$ cat src/sv/mrsh_pkg.sv
`timescale 1ns / 1ps
// ----------------------------------------------------------------------------
// mrsh_pkg: shared types and constants for the multiply-rotate stream hash
// Lane multipliers, seed, avalanche constants, datapath ops and the
// controller/datapath command and status bundles.
// ----------------------------------------------------------------------------
package mrsh_pkg;

  localparam logic [63:0] SEED  = 64'h9E37_79B1_85EB_CA87;
  localparam logic [63:0] MIX_A = 64'hFF51_AFD7_ED55_8CCD;
  localparam logic [63:0] MIX_B = 64'hC4CE_B9FE_1A85_EC53;

  localparam logic [63:0] LANE_MUL [4] = '{
    64'hC2B2_AE3D_27D4_EB4F, 64'h1656_6791_9E37_79F9,
    64'h85EB_CA77_C2B2_AE63, 64'h27D4_EB2F_1656_67C5
  };

  localparam int ROT_L = 31;
  localparam int SHR_A = 33;

  localparam logic [3:0] FULL_BYTES = 4'd8;

  // Datapath operation; each one uses the shared multiplier once
  typedef enum logic [1:0] {
    OP_LANE = 2'd0,   // hash = rotl31(hash ^ word * lane_mul)
    OP_BYTE = 2'd1,   // hash = (hash ^ byte) * seed
    OP_AV1  = 2'd2,   // hash = (hash ^ hash >> 33) * mix_a
    OP_AV2  = 2'd3    // hash = (hash ^ hash >> 33) * mix_b
  } op_t;

  typedef struct packed {
    logic       accept;   // input transfer this cycle
    logic       start;    // launch a multiply
    logic       apply;    // multiply done, write back per op
    logic       finish;   // load result register, restart message
    op_t        op;
    logic [1:0] lane;
    logic [4:0] bidx;     // byte index into the tail
  } mrsh_cmd_t;

  typedef struct packed {
    logic       chunk_go;  // a full chunk waits to be folded
    logic       last;      // current item closes the message
    logic [4:0] tail_len;  // bytes to fold one at a time
    logic       mul_done;
    logic       out_free;  // result register can take a new value
  } mrsh_sts_t;

endpackage

$ cat src/sv/mrsh_mul.sv
`timescale 1ns / 1ps
// ----------------------------------------------------------------------------
// mrsh_mul: iterative 64x64 multiplier, low 64 bits of the product
// One 32x32 multiplier, three steps: lo*lo, lo*hi, hi*lo.
// ----------------------------------------------------------------------------
module mrsh_mul (
  input  logic        clk,
  input  logic        rst_n,
  input  logic        start,
  input  logic [63:0] a,
  input  logic [63:0] b,
  output logic        done,
  output logic [63:0] prod
);
  import mrsh_pkg::*;

  logic [63:0] a_r, b_r, acc_r, acc_nxt;
  logic [1:0]  step_r;
  logic        busy_r, done_r;
  logic [31:0] x, y;
  logic [63:0] p;

  always_comb begin
    x = (step_r == 2'd2) ? a_r[63:32] : a_r[31:0];
    y = (step_r == 2'd1) ? b_r[63:32] : b_r[31:0];
    p = {32'b0, x} * {32'b0, y};
    if (step_r == 2'd0) begin
      acc_nxt = p;
    end else begin
      acc_nxt = acc_r + {p[31:0], 32'b0};
    end
  end

  always_ff @(posedge clk) begin
    if (!rst_n) begin
      busy_r <= 1'b0;
      done_r <= 1'b0;
      step_r <= 2'd0;
    end else begin
      done_r <= !start && busy_r && (step_r == 2'd2);
      if (start) begin
        busy_r <= 1'b1;
        step_r <= 2'd0;
      end else if (busy_r) begin
        if (step_r == 2'd2) begin
          busy_r <= 1'b0;
          step_r <= 2'd0;
        end else begin
          step_r <= step_r + 2'd1;
        end
      end
    end
  end

  always_ff @(posedge clk) begin
    if (start) begin
      a_r <= a;
      b_r <= b;
    end
    if (busy_r && !start) begin
      acc_r <= acc_nxt;
    end
  end

  assign done = done_r;
  assign prod = acc_r;

endmodule

$ cat src/sv/mrsh_dp.sv
`timescale 1ns / 1ps
// ----------------------------------------------------------------------------
// mrsh_dp: hash datapath
// Running hash, held chunk words, byte total, operand select, shared
// multiplier and the result register.
// ----------------------------------------------------------------------------
module mrsh_dp (
  input  logic                 clk,
  input  logic                 rst_n,
  input  mrsh_pkg::mrsh_cmd_t  cmd,
  output mrsh_pkg::mrsh_sts_t  sts,
  input  logic [63:0]          in_data_word,
  input  logic [3:0]           in_byte_count,
  input  logic                 in_last,
  output logic                 out_valid,
  input  logic                 out_stall,
  output logic [63:0]          out_hash_value,
  output logic [31:0]          out_message_length
);
  import mrsh_pkg::*;

  logic [63:0] hash_r;
  logic [63:0] pend_r [3];
  logic [1:0]  pend_cnt_r;
  logic [31:0] total_r;
  logic [63:0] word_r;
  logic [3:0]  cnt_r;
  logic        last_r;
  logic        chunk_go_r;
  logic [63:0] out_hash_r;
  logic [31:0] out_len_r;
  logic        out_valid_r;

  logic [3:0]  in_cnt;
  logic        in_full;
  logic [1:0]  sel;
  logic [63:0] word_sel;
  logic [7:0]  byte_sel;
  logic [63:0] mul_a, mul_b, prod;
  logic        mul_done;
  logic [63:0] lane_mix;
  logic [4:0]  part_len;

  // Oversized counts and non-final words count as full
  assign in_cnt  = (!in_last || in_byte_count > FULL_BYTES) ? FULL_BYTES : in_byte_count;
  assign in_full = (in_cnt == FULL_BYTES);

  // Held words come first, then the current word
  always_comb begin
    sel = (cmd.op == OP_LANE) ? cmd.lane : cmd.bidx[4:3];
    word_sel = word_r;
    if (sel < pend_cnt_r) begin
      case (sel)
        2'd0:    word_sel = pend_r[0];
        2'd1:    word_sel = pend_r[1];
        2'd2:    word_sel = pend_r[2];
        default: word_sel = word_r;
      endcase
    end
    byte_sel = word_sel[{cmd.bidx[2:0], 3'b000} +: 8];
  end

  always_comb begin
    case (cmd.op)
      OP_LANE: begin
        mul_a = word_sel;
        mul_b = LANE_MUL[cmd.lane];
      end
      OP_BYTE: begin
        mul_a = hash_r ^ {56'b0, byte_sel};
        mul_b = SEED;
      end
      OP_AV1: begin
        mul_a = hash_r ^ (hash_r >> SHR_A);
        mul_b = MIX_A;
      end
      OP_AV2: begin
        mul_a = hash_r ^ (hash_r >> SHR_A);
        mul_b = MIX_B;
      end
      default: begin
        mul_a = hash_r;
        mul_b = SEED;
      end
    endcase
  end

  mrsh_mul u_mul (
    .clk   (clk),
    .rst_n (rst_n),
    .start (cmd.start),
    .a     (mul_a),
    .b     (mul_b),
    .done  (mul_done),
    .prod  (prod)
  );

  assign lane_mix = hash_r ^ prod;
  assign part_len = (last_r && cnt_r != FULL_BYTES) ? {1'b0, cnt_r} : 5'd0;

  always_ff @(posedge clk) begin
    if (!rst_n) begin
      hash_r      <= SEED;
      pend_cnt_r  <= 2'd0;
      total_r     <= 32'd0;
      cnt_r       <= 4'd0;
      last_r      <= 1'b0;
      chunk_go_r  <= 1'b0;
      out_valid_r <= 1'b0;
    end else begin
      if (cmd.finish) begin
        out_valid_r <= 1'b1;
      end else if (out_valid_r && !out_stall) begin
        out_valid_r <= 1'b0;
      end
      if (cmd.accept) begin
        cnt_r   <= in_cnt;
        last_r  <= in_last;
        total_r <= total_r + {28'b0, in_cnt};
        if (in_full) begin
          if (pend_cnt_r == 2'd3) begin
            chunk_go_r <= 1'b1;
          end else begin
            pend_cnt_r <= pend_cnt_r + 2'd1;
          end
        end
      end
      if (cmd.apply) begin
        case (cmd.op)
          OP_LANE: begin
            hash_r <= {lane_mix[63-ROT_L:0], lane_mix[63:64-ROT_L]};
            if (cmd.lane == 2'd3) begin
              chunk_go_r <= 1'b0;
              pend_cnt_r <= 2'd0;
            end
          end
          default: hash_r <= prod;
        endcase
      end
      if (cmd.finish) begin
        hash_r      <= SEED;
        pend_cnt_r  <= 2'd0;
        total_r     <= 32'd0;
        last_r      <= 1'b0;
        cnt_r       <= 4'd0;
        chunk_go_r  <= 1'b0;
      end
    end
  end

  // Payload registers
  always_ff @(posedge clk) begin
    if (cmd.accept) begin
      word_r <= in_data_word;
      if (in_full) begin
        for (int i = 0; i < 3; i++) begin
          if (pend_cnt_r == 2'(i)) begin
            pend_r[i] <= in_data_word;
          end
        end
      end
    end
    if (cmd.finish) begin
      out_hash_r <= hash_r ^ (hash_r >> SHR_A);
      out_len_r  <= total_r;
    end
  end

  always_comb begin
    sts.chunk_go = chunk_go_r;
    sts.last     = last_r;
    sts.tail_len = {pend_cnt_r, 3'b000} + part_len;
    sts.mul_done = mul_done;
    sts.out_free = !out_valid_r || !out_stall;
  end

  assign out_valid          = out_valid_r;
  assign out_hash_value     = out_hash_r;
  assign out_message_length = out_len_r;

endmodule

$ cat src/sv/mrsh_ctrl.sv
`timescale 1ns / 1ps
// ----------------------------------------------------------------------------
// mrsh_ctrl: sequencing state machine
// Steps the datapath through chunk lanes, tail bytes and the avalanche.
// ----------------------------------------------------------------------------
module mrsh_ctrl (
  input  logic                 clk,
  input  logic                 rst_n,
  input  logic                 in_valid,
  output logic                 in_stall,
  input  mrsh_pkg::mrsh_sts_t  sts,
  output mrsh_pkg::mrsh_cmd_t  cmd
);
  import mrsh_pkg::*;

  typedef enum logic [3:0] {
    S_IDLE = 4'b0001,
    S_NEXT = 4'b0010,
    S_WAIT = 4'b0100,
    S_OUT  = 4'b1000
  } state_t;

  state_t     state_r, state_nxt;
  op_t        op_r, op_nxt;
  logic [1:0] lane_r, lane_nxt;
  logic [4:0] bidx_r, bidx_nxt;
  logic [1:0] av_r, av_nxt;
  logic       start;

  always_comb begin
    state_nxt = state_r;
    op_nxt    = op_r;
    lane_nxt  = lane_r;
    bidx_nxt  = bidx_r;
    av_nxt    = av_r;
    start     = 1'b0;
    cmd       = '0;
    cmd.lane  = lane_r;
    cmd.bidx  = bidx_r;
    case (state_r)
      S_IDLE: begin
        cmd.accept = in_valid;
        if (in_valid) begin
          state_nxt = S_NEXT;
        end
      end
      S_NEXT: begin
        if (sts.chunk_go) begin
          op_nxt = OP_LANE;
          start  = 1'b1;
        end else if (!sts.last) begin
          state_nxt = S_IDLE;
        end else if (bidx_r != sts.tail_len) begin
          op_nxt = OP_BYTE;
          start  = 1'b1;
        end else if (av_r == 2'd0) begin
          op_nxt = OP_AV1;
          start  = 1'b1;
        end else if (av_r == 2'd1) begin
          op_nxt = OP_AV2;
          start  = 1'b1;
        end else begin
          state_nxt = S_OUT;
        end
        if (start) begin
          state_nxt = S_WAIT;
        end
      end
      S_WAIT: begin
        if (sts.mul_done) begin
          cmd.apply = 1'b1;
          state_nxt = S_NEXT;
          case (op_r)
            OP_LANE: lane_nxt = lane_r + 2'd1;
            OP_BYTE: bidx_nxt = bidx_r + 5'd1;
            default: av_nxt   = av_r + 2'd1;
          endcase
        end
      end
      S_OUT: begin
        if (sts.out_free) begin
          cmd.finish = 1'b1;
          state_nxt  = S_IDLE;
          lane_nxt   = 2'd0;
          bidx_nxt   = 5'd0;
          av_nxt     = 2'd0;
        end
      end
      default: state_nxt = S_IDLE;
    endcase
    cmd.start = start;
    cmd.op    = (state_r == S_NEXT) ? op_nxt : op_r;
  end

  always_ff @(posedge clk) begin
    if (!rst_n) begin
      state_r <= S_IDLE;
      op_r    <= OP_LANE;
      lane_r  <= 2'd0;
      bidx_r  <= 5'd0;
      av_r    <= 2'd0;
    end else begin
      state_r <= state_nxt;
      op_r    <= op_nxt;
      lane_r  <= lane_nxt;
      bidx_r  <= bidx_nxt;
      av_r    <= av_nxt;
    end
  end

  assign in_stall = (state_r != S_IDLE);

endmodule

$ cat src/sv/multiply_rotate_stream_hash64.sv
`timescale 1ns / 1ps
// ----------------------------------------------------------------------------
// multiply_rotate_stream_hash64: streaming 64-bit multiply-rotate hash
// Folds 32-byte chunks lane by lane, folds leftover bytes one at a time on
// the last word, then avalanches and reports hash and length.
// ----------------------------------------------------------------------------
//
//   channel | ports                                         | direction
//   --------+-----------------------------------------------+----------
//   input   | in_valid, in_stall, in_data_word,              | in
//           | in_byte_count, in_last                        |
//   result  | out_valid, out_stall, out_hash_value,          | out
//           | out_message_length                            |
//
// Operation: every 64x64 multiply goes through one shared 32x32 multiplier in
// three steps, so each hash operation is an issue, the three steps and a write
// back. A word that does not close a chunk is only stored; a word that closes
// a chunk adds four lane folds. A last item adds one fold per leftover byte,
// the two avalanche multiplies and the load of the result register.
// Reset: synchronous, active low; the hash restarts from the seed and no
// result is pending. A stalled result sits in the output register while the
// next message is already being taken in; only finishing that next message
// waits for the register to free up.
// ----------------------------------------------------------------------------
module multiply_rotate_stream_hash64 (
  input  logic        clk,
  input  logic        rst_n,
  input  logic        in_valid,
  output logic        in_stall,
  input  logic [63:0] in_data_word,
  input  logic [3:0]  in_byte_count,
  input  logic        in_last,
  output logic        out_valid,
  input  logic        out_stall,
  output logic [63:0] out_hash_value,
  output logic [31:0] out_message_length
);
  import mrsh_pkg::*;

  // command and status between sequencer and datapath
  mrsh_cmd_t cmd;
  mrsh_sts_t sts;

  // Sequencer: accepts a transfer, then walks chunk lanes, tail bytes and
  // the two avalanche multiplies before loading the result register.
  mrsh_ctrl u_ctrl (
    .clk      (clk),
    .rst_n    (rst_n),
    .in_valid (in_valid),
    .in_stall (in_stall),
    .sts      (sts),
    .cmd      (cmd)
  );

  // Datapath: hash state, held words, byte counter, multiplier, result.
  mrsh_dp u_dp (
    .clk                (clk),
    .rst_n              (rst_n),
    .cmd                (cmd),
    .sts                (sts),
    .in_data_word       (in_data_word),
    .in_byte_count      (in_byte_count),
    .in_last            (in_last),
    .out_valid          (out_valid),
    .out_stall          (out_stall),
    .out_hash_value     (out_hash_value),
    .out_message_length (out_message_length)
  );

endmodule

$ cat config.mk
export PLATFORM = sky130hd
export DESIGN_NAME = multiply_rotate_stream_hash64
export DESIGN_NICKNAME = d
export VERILOG_FILES = /design/src/sv/mrsh_pkg.sv /design/src/sv/mrsh_mul.sv /design/src/sv/mrsh_dp.sv /design/src/sv/mrsh_ctrl.sv /design/src/sv/multiply_rotate_stream_hash64.sv
export SDC_FILE = /design/constraint.sdc
export NUM_CORES = 2
export LEC_CHECK = 0
export BUFFER_PORTS_ARGS = -buffer_cell sky130_fd_sc_hd__buf_2
export CORE_UTILIZATION = 25
export CTS_CLUSTER_DIAMETER = 50
export CTS_CLUSTER_SIZE = 20
export DETAILED_ROUTE_END_ITERATION = 6
export PLACE_DENSITY = 0.43
export SLEW_MARGIN = 15
export SYNTH_ARGS = -nofsm -noshare
export SYNTH_HDL_FRONTEND = slang
export SYNTH_HIERARCHICAL = 1
export SYNTH_SLANG_ARGS = --single-unit
$ cat constraint.sdc
create_clock -name clk -period 12.07 [get_ports clk]
set_input_delay 2.414 -clock clk [delete_from_list [all_inputs] [get_ports clk]]
set_output_delay 2.414 -clock clk [all_outputs]
set_load 0.03 [all_outputs]
==> summary.txt <==
status - completed
sw frac - 0.475
min Tclk post-route - 10940 ps
row count - 183
H-tree levels - 3
synth unique cells - 107
Cells after Synth - 6129
clk_skew - 57.0 ps
# Max-Cap Violations - 0
FF-to-FF Start - u_dp/u_mul/step_r[1]$_SDFFE_PP0P_
CP Capture Type - register
Worst EP arrival - 11350 ps
antenna-violating nets left - 0
Pre-antenna DRT Iters - 7
RSZ-0062 raised after global routing - false
Synth area leader - fa_1
hpwl dp - 187000 um
wire per inst - 24.7 um
die height - 503 um
Power Internal - 6.63 mW
asr flop ratio synth - 0
net switching power - 5.99 mW
setup ws final - 1130 ps
combinational share of power - 0.580
final worst path period share - 0.907
CTS Sinks - 668
PortBufs - 170
Setup violations, final - 0
Pwr Density - 179 mW/mm^2
Routed WL - 238000 um
vias - 45500
global-route wire length before repair - 342000 um
Netlist Area Pre-Place - 0.0627 mm^2
post-synth top area share - 0.287
Clock Latency Late Sink - 700 ps
Syn-to-layout area delta - 12.3%
Die X-Extent - 503 um
setup bufs post-CTS - 0
CP max-delay cell - mux2_2
CTS tree - done
Util after Layout - 0.283
layout cell share with drive strength beyond 1 - 0.0957
Iter 0 DRT Violations - 3911
worst-path fanout max - 22
GRT Util Overall - 0.188
EDFF count, synth - 544
cell mode on critical path - fa_1
CTS root buf - clkbuf_16
Leak Pwr - 29.5 nW
Max Slew Vio Count - 0
peak supply drop - 245 uV
max-slew headroom at the worst pin - 0.203
initial antenna violation count - 30
Hold Buf Count CTS - 0
synthesized area per cell - 10.2 um^2
Syn Nets - 7419
R2R setup slack - 1130 ps
core footprint - 0.249 mm^2
commonest cells in the netlist - nand2_1, inv_1, fa_1
Reg clk slew, reported paths - 60 ps
ranking of synthesized cells by area - fa_1, edfxtp_1, ha_1, nand2_1, inv_1
Tightest Pin Transition - 1160 ps
Hold Fails Final Rpt - 0
FF-to-FF path depth - 30
number of global-route vias before repair - 46800
most common cell in the netlist - nand2_1
sequential area share after synthesis - 0.300
WS Path Type - register to register
Max Root-Sink Buffers - 3
ys flop type - edfxtp_1
# DRC - 0
worst reg2reg path endpoint - u_dp/u_mul/prod[62]$_DFFE_PP_
GPL Wtd Cong - 0.920
Yosys reg bits - 668
Sequential Power Share - 0.217
total negative setup slack - 0 ps
startpoint class of the critical path - register
Critical Path RT - 12480 ps
largest net degree at the start of global routing - 83
die area - 0.253 mm^2
Ys Warns - 6
Hold Path Cell Cnt - 0
post-cts resize count - 0
Setup WS pre-CTS - 1240 ps
Clk pwr share - 0.203
Hold Path End - u_dp/out_message_length[31]$_DFFE_PP_
# nets final - 7492
CP max stage delay - 700 ps
CTS Buf Count - 80
Hold Crit Class - register to register
Fmax - 91.4 MHz
I/O pins - 171
GRT Residual Overflow - 0
Worst Hold Launch - u_dp/total_r[31]$_SDFFE_PP0P_
Starting Density - 0.252
post-DR vias/cell - 4.74
-- cell usage in the layout, fill, tap and decap left out, drive strengths merged, types with 55 or more instances in the layout --
| master | count |
|---|---|
| fa | 898 |
| a21oi | 230 |
| and2 | 55 |
| inv | 946 |
| mux2 | 76 |
| ha | 319 |
| xor2 | 89 |
| buf | 296 |
| edfxtp | 544 |
| dfxtp | 124 |
| xnor2 | 123 |
| clkbuf | 87 |
| nand2 | 930 |
| mux2i | 185 |
| nor2 | 586 |
| o21ai | 150 |
-- critical path: cells and delay by family (launching register included) --
kind	cells	cell delay [ps]
flops	1	470
buf+inv	5	940
mux	1	700
compound gates	5	1570
simple gates	7	1450
xor+xnor	2	640
fa+ha+maj	10	4890
-- power by group through the flow --
stage	clock, mW	combinational (mW)	sequential [mW]
6_report	2.56	7.32	2.74
5_1_grt	2.70	7.81	2.74
4_1_cts	2.61	7.23	2.74
3_5_place_dp	0	7.14	2.79
3_3_place_gp	0	7.24	2.79
2_1_floorplan	0	4.45	2.78
-- cells by family after synthesis --
| logic type | share of synthesized area |
|---|---|
| xor gates and xnor gates | 0.0300 |
| DFF | 0.300 |
| muxes | 0.0468 |
| and+or+nand+nor | 0.119 |
| adders and majority gates | 0.350 |
| other | 0.0000598 |
| buffers and inverters | 0.0764 |
| AOI/OAI and AO/OA | 0.0779 |
-- cell type report --
cell class                      count  area (um^2)
Sequential cell                   668        18800
Multi-Input combinational cell   4227        39300
Antenna cell                       13         32.5
Inverter                          929         3490
Fill cell                       26400       179000
Timing Repair Buffer              296         1800
Clock buffer                       87         2040
Tap cell                         3330         4170
Clock inverter                     60          774
-- worst max-delay path by stage --
stage / start / cells after the start / slack, ps / to
after floorplan: in_valid / 5 / 2340 / u_dp/pend_r[0][128]$_DFFE_PP_
after global placement: u_dp/u_mul/step_r[1]$_SDFFE_PP0P_ / 30 / 1270 / u_dp/u_mul/prod[62]$_DFFE_PP_
after detailed placement: u_dp/u_mul/step_r[1]$_SDFFE_PP0P_ / 30 / 1240 / u_dp/u_mul/prod[62]$_DFFE_PP_
after CTS: u_dp/u_mul/step_r[1]$_SDFFE_PP0P_ / 30 / 1220 / u_dp/u_mul/prod[62]$_DFFE_PP_
after global routing: u_dp/u_mul/step_r[1]$_SDFFE_PP0P_ / 30 / 620 / u_dp/u_mul/prod[62]$_DFFE_PP_
final: u_dp/u_mul/step_r[1]$_SDFFE_PP0P_ / 30 / 1130 / u_dp/u_mul/prod[62]$_DFFE_PP_
-- sequential cells by signal (all words and copies together), names as in the netlist, 2 cells and up --
| register | cells |
|---|---|
| u_dp/pend_r | 192 |
| u_dp/hash_r | 64 |
| u_dp/out_hash_value | 64 |
| u_dp/u_mul/a_r | 64 |
| u_dp/u_mul/b_r | 64 |
| u_dp/u_mul/prod | 64 |
| u_dp/word_r | 64 |
| u_dp/out_message_length | 32 |
| u_dp/total_r | 32 |
| u_ctrl/bidx_r | 5 |
| u_ctrl/state_r | 4 |
| u_dp/cnt_r | 4 |
| u_ctrl/av_r | 2 |
| u_ctrl/lane_r | 2 |
| u_ctrl/op_r | 2 |
| u_dp/pend_cnt_r | 2 |
| u_dp/u_mul/step_r | 2 |
-- per-stage QoR --
step | total power, mW | instances | cell area [um^2] | hold WS (ps)
after floorplan | 7.23 | 6129 | 62700 | 428
after global placement | 10.0 | 9450 | 67600 | 444
after detailed placement | 9.93 | 9450 | 67600 | 442
after CTS | 12.6 | 9597 | 70400 | 457
after global routing | 13.3 | 9598 | 70400 | 479
final | 12.6 | 9610 | 70500 | 459
-- routing by layer --
layer	vias up	track usage	wire, um
met5	-	0	236
met4	38	0.0663	9170
met3	312	0.0296	15100
met2	1557	0.297	107000
met1	23700	0.260	106000
li1	19900	-	-
Power figures use the tool's default switching activity.
